## config.mk

```make
export PLATFORM = sky130hd
export DESIGN_NAME = integer_to_base_digits
export DESIGN_NICKNAME = d
export VERILOG_FILES = /design/src/sv/ibd_pkg.sv /design/src/sv/ibd_ram.sv /design/src/sv/ibd_front.sv /design/src/sv/ibd_queue.sv /design/src/sv/ibd_back.sv /design/src/sv/integer_to_base_digits.sv
export SDC_FILE = /design/constraint.sdc
export NUM_CORES = 1
export LEC_CHECK = 0
export BUFFER_PORTS_ARGS = -buffer_cell sky130_fd_sc_hd__buf_2
export CORE_MARGIN = 8
export CORE_UTILIZATION = 25
export CTS_CLUSTER_DIAMETER = 150
export DETAILED_ROUTE_END_ITERATION = 6
export SLEW_MARGIN = 20
export SYNTH_ARGS = -nofsm -noshare
export SYNTH_HDL_FRONTEND = slang
export SYNTH_HIERARCHICAL = 1
export SYNTH_SLANG_ARGS = --single-unit
```

## constraint.sdc

```tcl
create_clock -name clock -period 11.67 [get_ports clock]
set_clock_uncertainty 0.15 [all_clocks]
set_input_delay 2.334 -clock clock [delete_from_list [all_inputs] [get_ports clock]]
set_output_delay 2.334 -clock clock [all_outputs]
set_load 0.05 [all_outputs]
```

## src/sv/ibd_pkg.sv

```systemverilog
package ibd_pkg;

   localparam int VALUE_BITS = 31;
   localparam int MAX_BASE   = 16;

   localparam int DIGIT_W    = $clog2(MAX_BASE);
   localparam int RADIX_W    = $clog2(MAX_BASE + 1);
   localparam int CHAR_W     = 8;
   localparam int BASE_REG_W = 5;
   localparam int CSR_DATA_W = 64;
   localparam int CSR_IDX_W  = 2;
   localparam int CHARS_W    = MAX_BASE * CHAR_W;

   // digit index within one number and digit count of one number
   localparam int IDX_W      = $clog2(VALUE_BITS);
   localparam int CNT_W      = $clog2(VALUE_BITS + 1);

   // divider retires STEP_BITS quotient bits per cycle
   localparam int STEP_BITS  = 8;
   localparam int DIV_CYCLES = (VALUE_BITS + STEP_BITS - 1) / STEP_BITS;
   localparam int DIV_WIDTH  = DIV_CYCLES * STEP_BITS;
   localparam int STEP_CNT_W = (DIV_CYCLES > 1) ? $clog2(DIV_CYCLES) : 1;

   // digit queue between divider and emitter
   localparam int NUM_SLOTS  = 2;
   localparam int SLOT_W     = (NUM_SLOTS > 1) ? $clog2(NUM_SLOTS) : 1;
   localparam int FILL_W     = $clog2(NUM_SLOTS + 1);
   localparam int RAM_DEPTH  = NUM_SLOTS << IDX_W;

   localparam logic [CSR_IDX_W-1:0] CSR_BASE_LENGTH = 2'd0;
   localparam logic [CSR_IDX_W-1:0] CSR_CHARS_LOW   = 2'd1;
   localparam logic [CSR_IDX_W-1:0] CSR_CHARS_HIGH  = 2'd2;

   localparam logic [BASE_REG_W-1:0] BASE_LENGTH_RST = 5'd8;
   localparam logic [CSR_DATA_W-1:0] CHARS_LOW_RST   = 64'h3736353433323130;
   localparam logic [CSR_DATA_W-1:0] CHARS_HIGH_RST  = 64'h0;

   typedef enum logic [1:0] {
      F_IDLE,
      F_DIV,
      F_WRITE
   } front_state_type;

   typedef enum logic [1:0] {
      B_IDLE,
      B_FETCH,
      B_HOLD
   } back_state_type;

   typedef struct packed {
      logic               we;
      logic [IDX_W-1:0]   idx;
      logic [DIGIT_W-1:0] digit;
      logic               push;
      logic [CNT_W-1:0]   count;
   } queue_wr_type;

   typedef struct packed {
      logic             rd_en;
      logic [IDX_W-1:0] idx;
      logic             pop;
   } queue_rd_type;

   typedef struct packed {
      logic             head_valid;
      logic [CNT_W-1:0] head_count;
   } queue_head_type;

endpackage

```

## src/sv/ibd_ram.sv

```systemverilog
module ibd_ram #(
   parameter int WIDTH = 4,
   parameter int DEPTH = 64
) (
   input  logic                     clock,
   input  logic                     wr_en,
   input  logic [$clog2(DEPTH)-1:0] wr_addr,
   input  logic [WIDTH-1:0]         wr_data,
   input  logic                     rd_en,
   input  logic [$clog2(DEPTH)-1:0] rd_addr,
   output logic [WIDTH-1:0]         rd_data
);

   logic [WIDTH-1:0] mem_ff [DEPTH];
   logic [WIDTH-1:0] rd_data_ff;

   always_ff @(posedge clock) begin
      if (wr_en) begin
         mem_ff[wr_addr] <= wr_data;
      end
      if (rd_en) begin
         rd_data_ff <= mem_ff[rd_addr];
      end
   end

   assign rd_data = rd_data_ff;

endmodule

```

## src/sv/ibd_front.sv

```systemverilog
module ibd_front
   import ibd_pkg::*;
(
   input  logic                  clock,
   input  logic                  reset,
   input  logic                  req_valid,
   output logic                  req_ready,
   input  logic [VALUE_BITS-1:0] req_value,
   input  logic [RADIX_W-1:0]    radix,
   input  logic                  queue_full,
   output queue_wr_type          queue_wr
);

   front_state_type        state_ff, state_in;
   logic [DIV_WIDTH-1:0]   work_ff, work_in;
   logic [DIGIT_W-1:0]     rem_ff, rem_in;
   logic [STEP_CNT_W-1:0]  step_ff, step_in;
   logic [CNT_W-1:0]       n_ff, n_in;

   logic                   accept;
   logic                   last_step;
   logic                   last_digit;
   logic [STEP_BITS-1:0]   qbits;
   logic [DIGIT_W-1:0]     rem_step;

   assign accept     = req_valid && req_ready;
   assign last_step  = (step_ff == STEP_CNT_W'(DIV_CYCLES - 1));
   assign last_digit = (work_ff == '0) || (n_ff == CNT_W'(VALUE_BITS - 1));

   // restoring division by the radix, STEP_BITS dividend bits per cycle
   always_comb begin
      logic [DIGIT_W:0] t;
      logic [DIGIT_W:0] r;
      r = {1'b0, rem_ff};
      qbits = '0;
      for (int i = 0; i < STEP_BITS; i++) begin
         t = {r[DIGIT_W-1:0], work_ff[DIV_WIDTH-1-i]};
         if (t >= (DIGIT_W+1)'(radix)) begin
            t = t - (DIGIT_W+1)'(radix);
            qbits[STEP_BITS-1-i] = 1'b1;
         end
         r = t;
      end
      rem_step = r[DIGIT_W-1:0];
   end

   always_comb begin
      state_in = state_ff;
      case (state_ff)
         F_IDLE: begin
            if (accept) begin
               state_in = F_DIV;
            end
         end
         F_DIV: begin
            if (last_step) begin
               state_in = F_WRITE;
            end
         end
         F_WRITE: begin
            state_in = last_digit ? F_IDLE : F_DIV;
         end
         default: begin
            state_in = F_IDLE;
         end
      endcase
   end

   always_comb begin
      req_ready = 1'b0;
      queue_wr  = '0;
      work_in   = work_ff;
      rem_in    = rem_ff;
      step_in   = step_ff;
      n_in      = n_ff;
      case (state_ff)
         F_IDLE: begin
            req_ready = !queue_full;
            work_in   = DIV_WIDTH'(req_value);
            rem_in    = '0;
            step_in   = '0;
            n_in      = '0;
         end
         F_DIV: begin
            work_in = {work_ff[DIV_WIDTH-STEP_BITS-1:0], qbits};
            rem_in  = rem_step;
            step_in = step_ff + STEP_CNT_W'(1);
         end
         F_WRITE: begin
            // work_ff now holds the quotient, rem_ff the digit
            queue_wr.we    = 1'b1;
            queue_wr.idx   = n_ff[IDX_W-1:0];
            queue_wr.digit = rem_ff;
            queue_wr.push  = last_digit;
            queue_wr.count = n_ff + CNT_W'(1);
            rem_in         = '0;
            step_in        = '0;
            n_in           = n_ff + CNT_W'(1);
         end
         default: begin
         end
      endcase
   end

   always_ff @(posedge clock) begin
      if (reset) begin
         state_ff <= F_IDLE;
      end else begin
         state_ff <= state_in;
      end
      work_ff <= work_in;
      rem_ff  <= rem_in;
      step_ff <= step_in;
      n_ff    <= n_in;
   end

endmodule

```

## src/sv/ibd_queue.sv

```systemverilog
module ibd_queue
   import ibd_pkg::*;
(
   input  logic           clock,
   input  logic           reset,
   input  queue_wr_type   queue_wr,
   output logic           queue_full,
   input  queue_rd_type   queue_rd,
   output queue_head_type queue_head,
   output logic [DIGIT_W-1:0] rd_digit
);

   logic [SLOT_W-1:0] wr_slot_ff, wr_slot_in;
   logic [SLOT_W-1:0] rd_slot_ff, rd_slot_in;
   logic [FILL_W-1:0] fill_ff, fill_in;
   logic [CNT_W-1:0]  count_ff [NUM_SLOTS];

   always_comb begin
      wr_slot_in = wr_slot_ff;
      rd_slot_in = rd_slot_ff;
      fill_in    = fill_ff;
      if (queue_wr.push) begin
         wr_slot_in = wr_slot_ff + SLOT_W'(1);
      end
      if (queue_rd.pop) begin
         rd_slot_in = rd_slot_ff + SLOT_W'(1);
      end
      case ({queue_wr.push, queue_rd.pop})
         2'b10:   fill_in = fill_ff + FILL_W'(1);
         2'b01:   fill_in = fill_ff - FILL_W'(1);
         default: fill_in = fill_ff;
      endcase
   end

   always_ff @(posedge clock) begin
      if (reset) begin
         wr_slot_ff <= '0;
         rd_slot_ff <= '0;
         fill_ff    <= '0;
      end else begin
         wr_slot_ff <= wr_slot_in;
         rd_slot_ff <= rd_slot_in;
         fill_ff    <= fill_in;
      end
      if (queue_wr.push) begin
         count_ff[wr_slot_ff] <= queue_wr.count;
      end
   end

   assign queue_full            = (fill_ff == FILL_W'(NUM_SLOTS));
   assign queue_head.head_valid = (fill_ff != '0);
   assign queue_head.head_count = count_ff[rd_slot_ff];

   ibd_ram #(
      .WIDTH (DIGIT_W),
      .DEPTH (RAM_DEPTH)
   ) u_digit_ram (
      .clock   (clock),
      .wr_en   (queue_wr.we),
      .wr_addr ({wr_slot_ff, queue_wr.idx}),
      .wr_data (queue_wr.digit),
      .rd_en   (queue_rd.rd_en),
      .rd_addr ({rd_slot_ff, queue_rd.idx}),
      .rd_data (rd_digit)
   );

endmodule

```

## src/sv/ibd_back.sv

```systemverilog
module ibd_back
   import ibd_pkg::*;
(
   input  logic               clock,
   input  logic               reset,
   input  queue_head_type     queue_head,
   output queue_rd_type       queue_rd,
   input  logic [DIGIT_W-1:0] rd_digit,
   input  logic [CHARS_W-1:0] digit_chars,
   output logic               rsp_valid,
   input  logic               rsp_ready,
   output logic [CHAR_W-1:0]  rsp_out_char,
   output logic               rsp_is_last
);

   back_state_type      state_ff, state_in;
   logic [IDX_W-1:0]    pos_ff, pos_in;
   logic [CHAR_W-1:0]   char_ff, char_in;
   logic                last_ff, last_in;
   logic [IDX_W-1:0]    first_pos;

   assign first_pos = IDX_W'(queue_head.head_count - CNT_W'(1));

   always_comb begin
      state_in = state_ff;
      case (state_ff)
         B_IDLE: begin
            if (queue_head.head_valid) begin
               state_in = B_FETCH;
            end
         end
         B_FETCH: begin
            state_in = B_HOLD;
         end
         B_HOLD: begin
            if (rsp_ready) begin
               state_in = last_ff ? B_IDLE : B_FETCH;
            end
         end
         default: begin
            state_in = B_IDLE;
         end
      endcase
   end

   always_comb begin
      queue_rd = '0;
      pos_in   = pos_ff;
      char_in  = char_ff;
      last_in  = last_ff;
      case (state_ff)
         B_IDLE: begin
            // start from the most significant digit
            queue_rd.rd_en = queue_head.head_valid;
            queue_rd.idx   = first_pos;
            pos_in         = first_pos;
         end
         B_FETCH: begin
            char_in = digit_chars[{rd_digit, 3'b000} +: CHAR_W];
            last_in = (pos_ff == '0);
         end
         B_HOLD: begin
            if (rsp_ready) begin
               if (last_ff) begin
                  queue_rd.pop = 1'b1;
               end else begin
                  queue_rd.rd_en = 1'b1;
                  queue_rd.idx   = pos_ff - IDX_W'(1);
                  pos_in         = pos_ff - IDX_W'(1);
               end
            end
         end
         default: begin
         end
      endcase
   end

   always_ff @(posedge clock) begin
      if (reset) begin
         state_ff <= B_IDLE;
      end else begin
         state_ff <= state_in;
      end
      pos_ff  <= pos_in;
      char_ff <= char_in;
      last_ff <= last_in;
   end

   assign rsp_valid    = (state_ff == B_HOLD);
   assign rsp_out_char = char_ff;
   assign rsp_is_last  = last_ff;

endmodule

```

## src/sv/integer_to_base_digits.sv

```systemverilog
// Converts a non-negative integer to its digits in a programmable base (2 to 16), most
// significant digit first, one character per result; each digit is looked up in a 16-entry
// character table held in two 64-bit registers, and the final character of a number is
// flagged with rsp_is_last (zero yields the single digit for 0). A base_length of 0 or 1
// acts as 2, above 16 acts as 16. The divider retires 8 quotient bits per cycle; each digit
// is formed by the divide steps followed by a write into the digit queue. The emitter reads
// the digit memory with a registered read, fetching each digit before presenting its
// character, and holds each character until rsp_ready is high. A two-number digit queue sits
// between divider and emitter, so the next number converts while the previous one is still
// being emitted; sustained throughput is set by whichever side is slower, the divider
// whenever rsp_ready stays high. Write the configuration registers only while no conversion
// is in flight.
module integer_to_base_digits
   import ibd_pkg::*;
(
   input  logic                  clock,
   input  logic                  reset,
   input  logic                  req_valid,
   output logic                  req_ready,
   input  logic [VALUE_BITS-1:0] req_value,
   output logic                  rsp_valid,
   input  logic                  rsp_ready,
   output logic [CHAR_W-1:0]     rsp_out_char,
   output logic                  rsp_is_last,
   input  logic                  csr_we,
   input  logic [CSR_IDX_W-1:0]  csr_index,
   input  logic [CSR_DATA_W-1:0] csr_wdata
);

   logic [BASE_REG_W-1:0] base_length_ff;
   logic [CSR_DATA_W-1:0] chars_low_ff;
   logic [CSR_DATA_W-1:0] chars_high_ff;
   logic [RADIX_W-1:0]    radix;

   queue_wr_type          queue_wr;
   queue_rd_type          queue_rd;
   queue_head_type        queue_head;
   logic                  queue_full;
   logic [DIGIT_W-1:0]    rd_digit;

   always_ff @(posedge clock) begin
      if (reset) begin
         base_length_ff <= BASE_LENGTH_RST;
         chars_low_ff   <= CHARS_LOW_RST;
         chars_high_ff  <= CHARS_HIGH_RST;
      end else if (csr_we) begin
         case (csr_index)
            CSR_BASE_LENGTH: base_length_ff <= csr_wdata[BASE_REG_W-1:0];
            CSR_CHARS_LOW:   chars_low_ff   <= csr_wdata;
            CSR_CHARS_HIGH:  chars_high_ff  <= csr_wdata;
            default: begin
            end
         endcase
      end
   end

   // clamp the radix into the range the digit table covers
   always_comb begin
      if (base_length_ff < BASE_REG_W'(2)) begin
         radix = RADIX_W'(2);
      end else if (base_length_ff > BASE_REG_W'(MAX_BASE)) begin
         radix = RADIX_W'(MAX_BASE);
      end else begin
         radix = RADIX_W'(base_length_ff);
      end
   end

   ibd_front u_front (
      .clock      (clock),
      .reset      (reset),
      .req_valid  (req_valid),
      .req_ready  (req_ready),
      .req_value  (req_value),
      .radix      (radix),
      .queue_full (queue_full),
      .queue_wr   (queue_wr)
   );

   ibd_queue u_queue (
      .clock      (clock),
      .reset      (reset),
      .queue_wr   (queue_wr),
      .queue_full (queue_full),
      .queue_rd   (queue_rd),
      .queue_head (queue_head),
      .rd_digit   (rd_digit)
   );

   ibd_back u_back (
      .clock        (clock),
      .reset        (reset),
      .queue_head   (queue_head),
      .queue_rd     (queue_rd),
      .rd_digit     (rd_digit),
      .digit_chars  ({chars_high_ff, chars_low_ff}),
      .rsp_valid    (rsp_valid),
      .rsp_ready    (rsp_ready),
      .rsp_out_char (rsp_out_char),
      .rsp_is_last  (rsp_is_last)
   );

endmodule
```

==> results by group, run 1 <==
STA
  – Fmax: 0.09115 GHz
  – RSZ-0062 raised after global routing: no
  – Tmin final: ~11 ns
  – Final period utilization: between 90% and 100%
  – Slew Viols, Final: 0
  – Final hold violation count: 0
  – Setup TNS: 0 ns
  – Setup violators final: 0
  – Tightest Pin Transition: roughly 1.0 ns
  – Max-slew headroom: 30.48%

Drt
  – Via count: ~13000
  – Post-DR vias/cell: 4.564
  – DRC: 0
  – Detailed Routing Iterations Pass 1: 5
  – Routed WL: around 53000 µm
  – WL per Instance: roughly 18 µm
  – 1st-iter DRT viols: ~980
  – Antenna Nets Post-Route: 0

Logic synthesis
  – Mux cell area share after synthesis: about a fifth
  – EDFF count, synth: between 300 and 400
  – Syn Area/Cell: 13.83 µm²
  – Mapped Area: around 22000 µm²
  – Count of cell types in the netlist: slightly below 70
  – Synth Area in Simple Gates: 11.65%
  – Post-synth ARST share: 0%
  – Synthesized instance count: between 1500 and 2000
  – Largest family of logic cells by synthesized area: multiplexers
  – Adder-cell share of the synthesized area: under 10%
  – Syn nets: 1760
  – Primary FF master, synth: edfxtp_1
  – Yosys reg bits: ~470
  – Compound-Gate Fraction of Synth Area: roughly 4.3%
  – Register area share after synthesis: about 57%
  – Yosys warnings: 6
  – Synth Area in XOR/XNOR: under 10%

Setup path
  – CP max-delay cell: o31ai_1
  – Required @ worst endpoint: between 10 and 15 ns
  – Crit path max fanout: 9
  – Worst path bufs/invs: 5
  – Worst R2R Path Depth: 50
  – CP max stage delay: about 0.41 ns
  – Startpoint types: flop
  – Crit path depth: 50
  – Crit path arrival time: about 11 ns
  – Most used cell, CP: ha_1
  – Crit. End Element: flop
  – Critical path class: flop to flop
  – CP delay by family, top: compound AO/OA/AOI/OAI gates
  – R2R Setup Slk: roughly 0.7 ns

Floorplanning
  – Row Count: roughly 110
  – Die W: approximately 310 µm
  – Initial Utilization: about 25%
  – Die Y: ~310 µm
  – Core outline area: around 88000 µm²
  – Die area: about 100000 µm²
  – Io pins: approximately 110

Clock network
  – Reg clk slew, reported paths: around 0.070 ns
  – Hold-fix buffers, CTS: 0
  – TritonCTS clock tree: done
  – CTS Buf Count: 50
  – Bufs on Longest Clock Path: 3
  – H-tree levels: 2
  – Clock insertion delay at the later pin of the skew report: around 0.61 ns
  – Clock Sinks: approximately 470
  – Root Buffer: clkbuf_16

Global route
  – First-pass GRT wire length: 80810 µm
  – GRT Resource Usage Total: 10.36%
  – Largest net degree at the start of global routing: 125
  – GR Overflow Total: 0
  – Vias in the first global route: around 14000
  – Initial antenna violation count: 4

Final layout
  – Final core occ: between 20% and 30%
  – Share of layout cells above drive strength 1: between 10% and 20%
  – Area Growth Syn to Fin: 15.58%
  – Fillers: slightly below 9000
  – Nets: 1857

Run status
  – Status: completed

Worst hold path
  – Worst hold stages: 2
  – Min-delay worst type: flop to flop

Placed design
  – IO buf count: 112
  – Hpwl dp: 35600 µm
  – Routability congestion estimate: a little over 0.8

Flow run
  – Total of max-cap violations: 0
## final cells by class
type	count	area [µm²]	area share, %
Inverter	42	157.7	0.6148
Clock inverter	27	354.1	1.381
Timing Repair Buffer	131	709.4	2.767
Sequential cell	469	12660	49.38
Tap cell	1165	1458	5.685
Multi-Input combinational cell	1007	8872	34.60
Clock buffer	67	1425	5.558
Antenna cell	1	2.502	0.009759
## tightest hold or removal path, cell delays in order (launching register included)
cell      delay, ns
dfxtp_1        0.30
nand2b_1       0.06
mux2i_1        0.06
## stage by stage
stage	cell area (µm²)	hold slack, ns	std cells	worst slack (ns)
after floorplan	22180	0.2939	1604	0.9433
after global placement	23770	0.3049	2811	0.7359
after detailed placement	23770	0.3107	2811	0.1643
after CTS	25550	0.3233	2905	0.1454
after global routing	25640	0.3332	2908	0.005293
final	25640	0.3220	2909	0.6986
## placed cells by master (no fill, tap or decap), types with 6 or more instances in the layout
cell,instances
nor3_1,8
o21ai_1,6
xnor2_1,22
edfxtp_1,327
and2_1,7
clkbuf_16,50
dfxtp_1,142
nand2b_1,184
inv_1,41
fa_1,8
a31oi_1,9
ha_1,46
mux4_2,64
mux4_1,33
o221ai_1,6
nand2_1,41
nor2b_1,16
mux2i_1,146
a21o_1,14
buf_4,19
nand3_1,15
o21ai_0,10
clkbuf_8,11
clkbuf_1,6
nor4_1,9
and3_1,7
buf_2,111
nand3b_1,7
nor2_1,174
clkinv_2,11
bufinv_16,6
xor2_1,6
mux2_2,39
a22oi_1,25
a21oi_1,35
## kinds of logic after synthesis
| family | after synthesis |
|---|---|
| and+or+nand+nor | 499 |
| DFF | 469 |
| buffers and inverters | 128 |
| muxes | 286 |
| xor gates and xnor gates | 28 |
| AOI/OAI and AO/OA | 140 |
| adders and majority gates | 54 |
## flip-flops by register name (all words and copies together), names as in the netlist, 5 cells and up, named ones only
signal / count
u_front/work_ff: 32
u_front/n_ff: 5
u_queue/count_ff: 10
u_back/rsp_out_char: 8
u_back/pos_ff: 5
u_queue/u_digit_ram/mem_ff: 256
base_length_ff: 5
chars_high_ff: 64
chars_low_ff: 64
## final timing paths
path                             startpoint                              end
max          base_length_ff[2]$_SDFFE_PP0P_  u_front/rem_ff[2]$_SDFFCE_PP0P_
min          chars_high_ff[62]$_SDFFE_PP0P_   chars_high_ff[62]$_SDFFE_PP0P_
max reg2reg  base_length_ff[2]$_SDFFE_PP0P_  u_front/rem_ff[2]$_SDFFCE_PP0P_
min reg2reg  chars_high_ff[62]$_SDFFE_PP0P_   chars_high_ff[62]$_SDFFE_PP0P_
## synthesized netlist by cell type, types with 3 or more instances
cell / number / area share, %
a22o_1: 4 / 0.16
o21ai_2: 4 / 0.16
dfxtp_1: 142 / 13
xor2_1: 6 / 0.24
nand3_1: 15 / 0.34
fa_1: 8 / 0.72
buf_6: 19 / 0.96
a21oi_1: 35 / 0.79
ha_1: 46 / 2.6
inv_1: 41 / 0.69
nor2b_1: 17 / 0.48
nor3b_1: 4 / 0.14
clkbuf_1: 36 / 0.61
edfxtp_1: 327 / 44
buf_2: 15 / 0.34
nor3_1: 8 / 0.18
nand3b_1: 7 / 0.24
xnor2_1: 22 / 0.87
buf_4: 8 / 0.27
clkdlybuf4s25_2: 3 / 0.14
o221ai_1: 6 / 0.24
a31oi_1: 10 / 0.28
nand2b_1: 184 / 5.2
or3_1: 3 / 0.085
o21ai_0: 11 / 0.25
nand4_1: 5 / 0.14
nand2_1: 41 / 0.69
mux2i_1: 148 / 6.7
o21ai_1: 5 / 0.11
nor4_1: 9 / 0.25
mux2_2: 39 / 2.0
a21o_1: 14 / 0.47
nor2_1: 177 / 3.0
o22ai_1: 3 / 0.085
and2_1: 7 / 0.20
mux4_1: 33 / 3.9
o22a_1: 3 / 0.12
a22oi_1: 25 / 0.85
and3_1: 11 / 0.31
mux4_2: 64 / 6.5
## layer usage
| metal | track usage (%) | vias to the layer above | routed length [µm] |
|---|---|---|---|
| li1 | - | 6175 | - |
| met1 | 13.16 | 6623 | 22650 |
| met2 | 17.81 | 389 | 25800 |
| met3 | 1.898 | 87 | 3047 |
| met4 | 3.236 | 2 | 1374 |
| met5 | 0 | - | 7 |
## repair_timing
action,4_1_cts,5_1_grt
resized for setup,0,8
setup buffers,0,3
endpoints found under the setup margin,0,5
Power of run 1 is not shown: default switching activity piles up to over one toggle a cycle in this logic, so the estimate is an artifact.
==> run 2, diff against run 1 <==
Settings changed: GPL_TIMING_DRIVEN set to 0.
Clock period 11.67 ns to 9.5 ns, I/O delays scaled along.
==> results by group, run 2 (synthesized netlist as in run 1, its figures left out) <==
Final layout
  – Regs by FF count: u_queue/u_digit_ram/mem_ff (256), chars_high_ff (64), chars_low_ff (64)
  – Most common cell after layout, fill and taps aside: edfxtp_1
  – Nets: just under 2000
  – Most frequent cells in the layout: edfxtp_1 (327), nand2b_1 (184), nor2_1 (172)
  – Top reg by flops: u_queue/u_digit_ram/mem_ff
  – Fillers: around 8800
  – Share of layout cells above drive strength 1: 26.48%
  – Area Growth Syn to Fin: 21.61%
  – Max FFs per register: approximately 260
  – Register area: roughly 13000 µm²
  – Combined area of the multi-input logic cells: 9434 µm²

Setup path
  – CP max stage delay: around 0.39 ns
  – Crit. End Element: flop
  – CP max-delay cell: mux2_2
  – Critical path class: flop to flop
  – Startpoint types: flop
  – Crit path arrival time: ~10 ns
  – Required @ worst endpoint: between 9 and 10 ns
  – Crit path max fanout: 7

Clock network
  – Root Buffer: clkbuf_16
  – Bufs on Longest Clock Path: 3
  – CTS Buf Count: 50
  – Reg clk slew, reported paths: approximately 0.06 ns
  – TritonCTS clock tree: done
  – H-tree levels: 2
  – Clock insertion delay at the later pin of the skew report: 0.60 ns
  – Clock Sinks: 469

STA
  – Tightest Pin Transition: ~1.0 ns
  – Slew Viols, Final: 0
  – Final hold violation count: 0
  – Fmax: between 0.1 and 0.15 GHz
  – Max-slew headroom: 29.95%
  – Worst setup margin: -0.3318 ns
  – Worst hold slack: between 0.3 and 0.4 ns
  – Final period utilization: 103.5%
  – RSZ-0062 raised after global routing: yes
  – Tmin final: 9.832 ns
  – Setup violators final: 5

Drt
  – Antenna Nets Post-Route: 0
  – Via count: 14090
  – Detailed Routing Iterations Pass 1: 5
  – Post-DR vias/cell: approximately 4.7
  – WL per Instance: approximately 20 µm
  – Routed WL: about 60000 µm
  – 1st-iter DRT viols: ~1100
  – DRC: 0

Run status
  – Status: complete, but fails checks
  – Violated checks: negative setup slack

Worst hold path
  – Min-delay worst type: flop to flop

Floorplanning
  – Die area: ~99000 µm²
  – Row Count: about 110
  – Die Y: between 300 and 400 µm
  – Io pins: 113
  – Core outline area: just under 90000 µm²
  – Initial Utilization: around a quarter
  – Die W: ~310 µm

Placed design
  – Hpwl dp: about 42000 µm
  – Routability congestion estimate: approximately 0.84
  – IO buf count: 112

Global route
  – GRT Resource Usage Total: 11.63%
  – First-pass GRT wire length: 89240 µm
  – GR Overflow Total: 0
  – Vias in the first global route: ~15000
  – Largest net degree at the start of global routing: 41
  – Initial antenna violation count: 1

Flow run
  – Total of max-cap violations: 0
run 2: stage by stage:
stage               util, %  TNS, ns  area, µm²  setup WS [ns]  std cells
floorplan                 -   -1.436      22390        -0.3872       1604
global placement      27.70   -9.129      24400         -1.912       2881
detailed placement    27.81   -10.47      24500         -2.118       2885
CTS                   30.22  -0.7527      26620        -0.1736       3015
global route          30.62   -3.495      26970        -0.7171       3027
finish                30.62   -1.614      26980        -0.3318       3028
run 2: timing repair:
item	in CTS	in global routing
gates resized for setup	41	52
endpoints found under the setup margin	6	5
setup buffers	38	12
pin swaps	27	21
hold buffers	0	0
hold endpoints to repair	0	0
run 2: layer usage:
metal / track usage [%] / routed length, µm / up-vias
met2: 19.82 / 29000 / 499
met5: 0 / 0 / -
met4: 4.039 / 1976 / 0
met1: 14.78 / 24540 / 7044
met3: 2.095 / 4220 / 112
li1: - / - / 6436
run 2: worst max-delay path: cells and delay by family (launching register included):
kind | cells | cell delay, ns
multiplexers | 6 | 1.87
adder cells (fa/ha/maj) | 8 | 2.11
flip-flops | 1 | 0.38
AND/OR/NAND/NOR | 8 | 0.98
buffers and inverters | 5 | 0.61
AO/OA/AOI/OAI | 21 | 3.49
run 2: final timing paths:
kind	slack (ns)	cells past startpoint	to	from
min reg2reg	0.32	2	chars_low_ff[9]$_SDFFE_PP0P_	chars_low_ff[9]$_SDFFE_PP0P_
min	0.32	2	chars_low_ff[9]$_SDFFE_PP0P_	chars_low_ff[9]$_SDFFE_PP0P_
max reg2reg	-0.33	48	u_front/rem_ff[1]$_SDFFCE_PP0P_	base_length_ff[2]$_SDFFE_PP0P_
max	-0.33	48	u_front/rem_ff[1]$_SDFFCE_PP0P_	base_length_ff[2]$_SDFFE_PP0P_
run 2: cell type report:
| type | count | share of cell area (%) |
|---|---|---|
| clock inverters | 29 | 0.9462 |
| diodes | 1 | 0.009276 |
| clock buffers | 63 | 5.009 |
| well taps | 1165 | 5.403 |
| inverters | 42 | 0.6215 |
| repair buffers | 166 | 3.919 |
| flip-flops and latches | 469 | 46.97 |
| multi-input cells | 1007 | 34.97 |
| plain buffers | 86 | 2.147 |
Power of run 2 is left out for the same reason.
==> run 3, diff against run 2 <==
Settings changed: CORE_ASPECT_RATIO set to 1.2.
==> results by group, run 3 (synthesized netlist as in run 1, its figures left out) <==
Run status
  – Status: complete, but fails checks
  – Violated checks: negative setup slack

Global route
  – GR Overflow Total: 0
  – GRT Resource Usage Total: 12.00%
  – Initial antenna violation count: 1
  – Largest net degree at the start of global routing: 45
  – Vias in the first global route: between 10000 and 15000
  – First-pass GRT wire length: between 90000 and 100000 µm

Placed design
  – Hpwl dp: around 44000 µm
  – IO buf count: around 110
  – Routability congestion estimate: roughly 0.84

Final layout
  – Regs by FF count: u_queue/u_digit_ram/mem_ff (256), chars_high_ff (64), chars_low_ff (64)
  – Top reg by flops: u_queue/u_digit_ram/mem_ff
  – Max FFs per register: about 260
  – Most frequent cells in the layout: edfxtp_1 (327), nand2b_1 (184), nor2_1 (173)
  – Area Growth Syn to Fin: 21.46%
  – Final core occ: between 30 and 40%
  – Most common cell after layout, fill and taps aside: edfxtp_1
  – Share of layout cells above drive strength 1: between 20% and 30%
  – Nets: slightly below 2000

Floorplanning
  – Core outline area: between 80000 and 90000 µm²
  – Row Count: 119
  – Io pins: 113
  – Die Y: between 300 and 400 µm
  – Die W: roughly 290 µm
  – Initial Utilization: roughly a quarter
  – Die area: 98560 µm²

Setup path
  – Critical path class: flop to flop
  – Crit path max fanout: 8
  – Crit. End Element: flop
  – Worst R2R Path Depth: 48
  – RR Endpoint: u_front/rem_ff[1]$_SDFFCE_PP0P_
  – Worst flop-to-flop path startpoint: base_length_ff[3]$_SDFFE_PP1P_
  – R2R Setup Slk: -0.25 ns
  – Most used cell, CP: o21ai_4
  – Startpoint types: flop
  – CP max stage delay: approximately 0.36 ns
  – Crit path arrival time: 9.90 ns
  – CP max-delay cell: dfxtp_4
  – Required @ worst endpoint: 9.66 ns

Clock network
  – TritonCTS clock tree: done
  – Bufs on Longest Clock Path: 3
  – Root Buffer: clkbuf_16
  – Reg clk slew, reported paths: around 0.06 ns
  – CTS Buf Count: 48
  – Hold-fix buffers, CTS: 0
  – H-tree levels: 2
  – Clock Sinks: 469
  – Clock insertion delay at the later pin of the skew report: about 0.59 ns

STA
  – Setup violators final: 5
  – Tightest Pin Transition: 0.8766 ns
  – Final period utilization: 102.6%
  – Setup TNS: -0.7827 ns
  – Final hold violation count: 0
  – Slew Viols, Final: 0
  – Tmin final: 9.746 ns
  – Max-slew headroom: between 40% and 50%
  – Fmax: 0.1026 GHz
  – Worst setup margin: -0.2459 ns
  – RSZ-0062 raised after global routing: yes

Flow run
  – Total of max-cap violations: 0

Drt
  – Antenna Nets Post-Route: 0
  – WL per Instance: between 20 and 25 µm
  – DRC: 0
  – Routed WL: 61150 µm
  – Via count: about 14000
  – Post-DR vias/cell: between 4 and 5
  – Detailed Routing Iterations Pass 1: 7
  – 1st-iter DRT viols: roughly 1100

Worst hold path
  – Worst hold stages: 2
  – Min-delay worst type: flop to flop
  – Min-delay src: chars_low_ff[11]$_SDFFE_PP0P_
  – Hold endpoint: chars_low_ff[11]$_SDFFE_PP0P_
==> run 3: changes by cell type in the layout (fill, tap and decap cells not counted), moves of 4 or more <==
cell      before  now
clkinv_1       9   13
buf_4         49   60
buf_6         28   24
clkinv_2      13    9
clkbuf_1      45   40
==> run 3: cell type report <==
type                       instances  area (µm²)
sequential                       469       12670
clock buffer                      54        1255
multi-input combinational       1008        9432
tap                             1149        1438
antenna                            1       2.502
buffer                            86       579.3
fill                            8727       60900
timing repair buffer             174        1122
inverter                          42       170.2
clock inverter                    32       274.0
==> run 3: stage by stage <==
step / hold slack [ns] / setup slack (ns) / instances / area, µm²
finish: 0.3215 / -0.2459 / 3015 / 26940
CTS: 0.3245 / -0.2161 / 3003 / 26690
global route: 0.3399 / -0.6593 / 3014 / 26940
global placement: 0.3042 / -2.027 / 2865 / 24380
floorplan: 0.2939 / -0.3872 / 1604 / 22390
detailed placement: 0.3102 / -2.127 / 2869 / 24490
==> run 3: worst max-delay path: cells and delay by family (launching register included) <==
family | cells | cell delay, ns
buf+inv | 3 | 0.46
mux | 5 | 1.48
flops | 1 | 0.36
simple gates | 10 | 1.03
fa+ha+maj | 8 | 2.22
compound gates | 22 | 3.73
==> run 3: per-layer routing <==
layer,vias up,share of wire (%),track usage [%]
li1,6441,-,-
met1,7163,40,13.84
met2,450,51,21.70
met3,123,5.7,2.480
met4,0,3.6,4.458
met5,-,0,0
==> run 3: worst max path at each step <==
stage / start / to / cells after the start
floorplan: base_length_ff[2]$_SDFFE_PP0P_ / u_front/rem_ff[1]$_SDFFCE_PP0P_ / 49
global placement: base_length_ff[3]$_SDFFE_PP1P_ / u_front/rem_ff[1]$_SDFFCE_PP0P_ / 44
detailed placement: base_length_ff[3]$_SDFFE_PP1P_ / u_front/rem_ff[1]$_SDFFCE_PP0P_ / 45
CTS: base_length_ff[3]$_SDFFE_PP1P_ / u_front/rem_ff[1]$_SDFFCE_PP0P_ / 50
global route: base_length_ff[3]$_SDFFE_PP1P_ / u_front/rem_ff[1]$_SDFFCE_PP0P_ / 52
finish: base_length_ff[3]$_SDFFE_PP1P_ / u_front/rem_ff[1]$_SDFFCE_PP0P_ / 48
==> run 3: timing repair <==
| item | in CTS | in global routing |
|---|---|---|
| gates cloned | 1 | 0 |
| buffers inserted | 47 | 11 |
| pin swaps | 42 | 20 |
| resized for setup | 56 | 31 |
| setup endpoints to repair | 6 | 5 |
Power of run 3 is left out for the same reason.
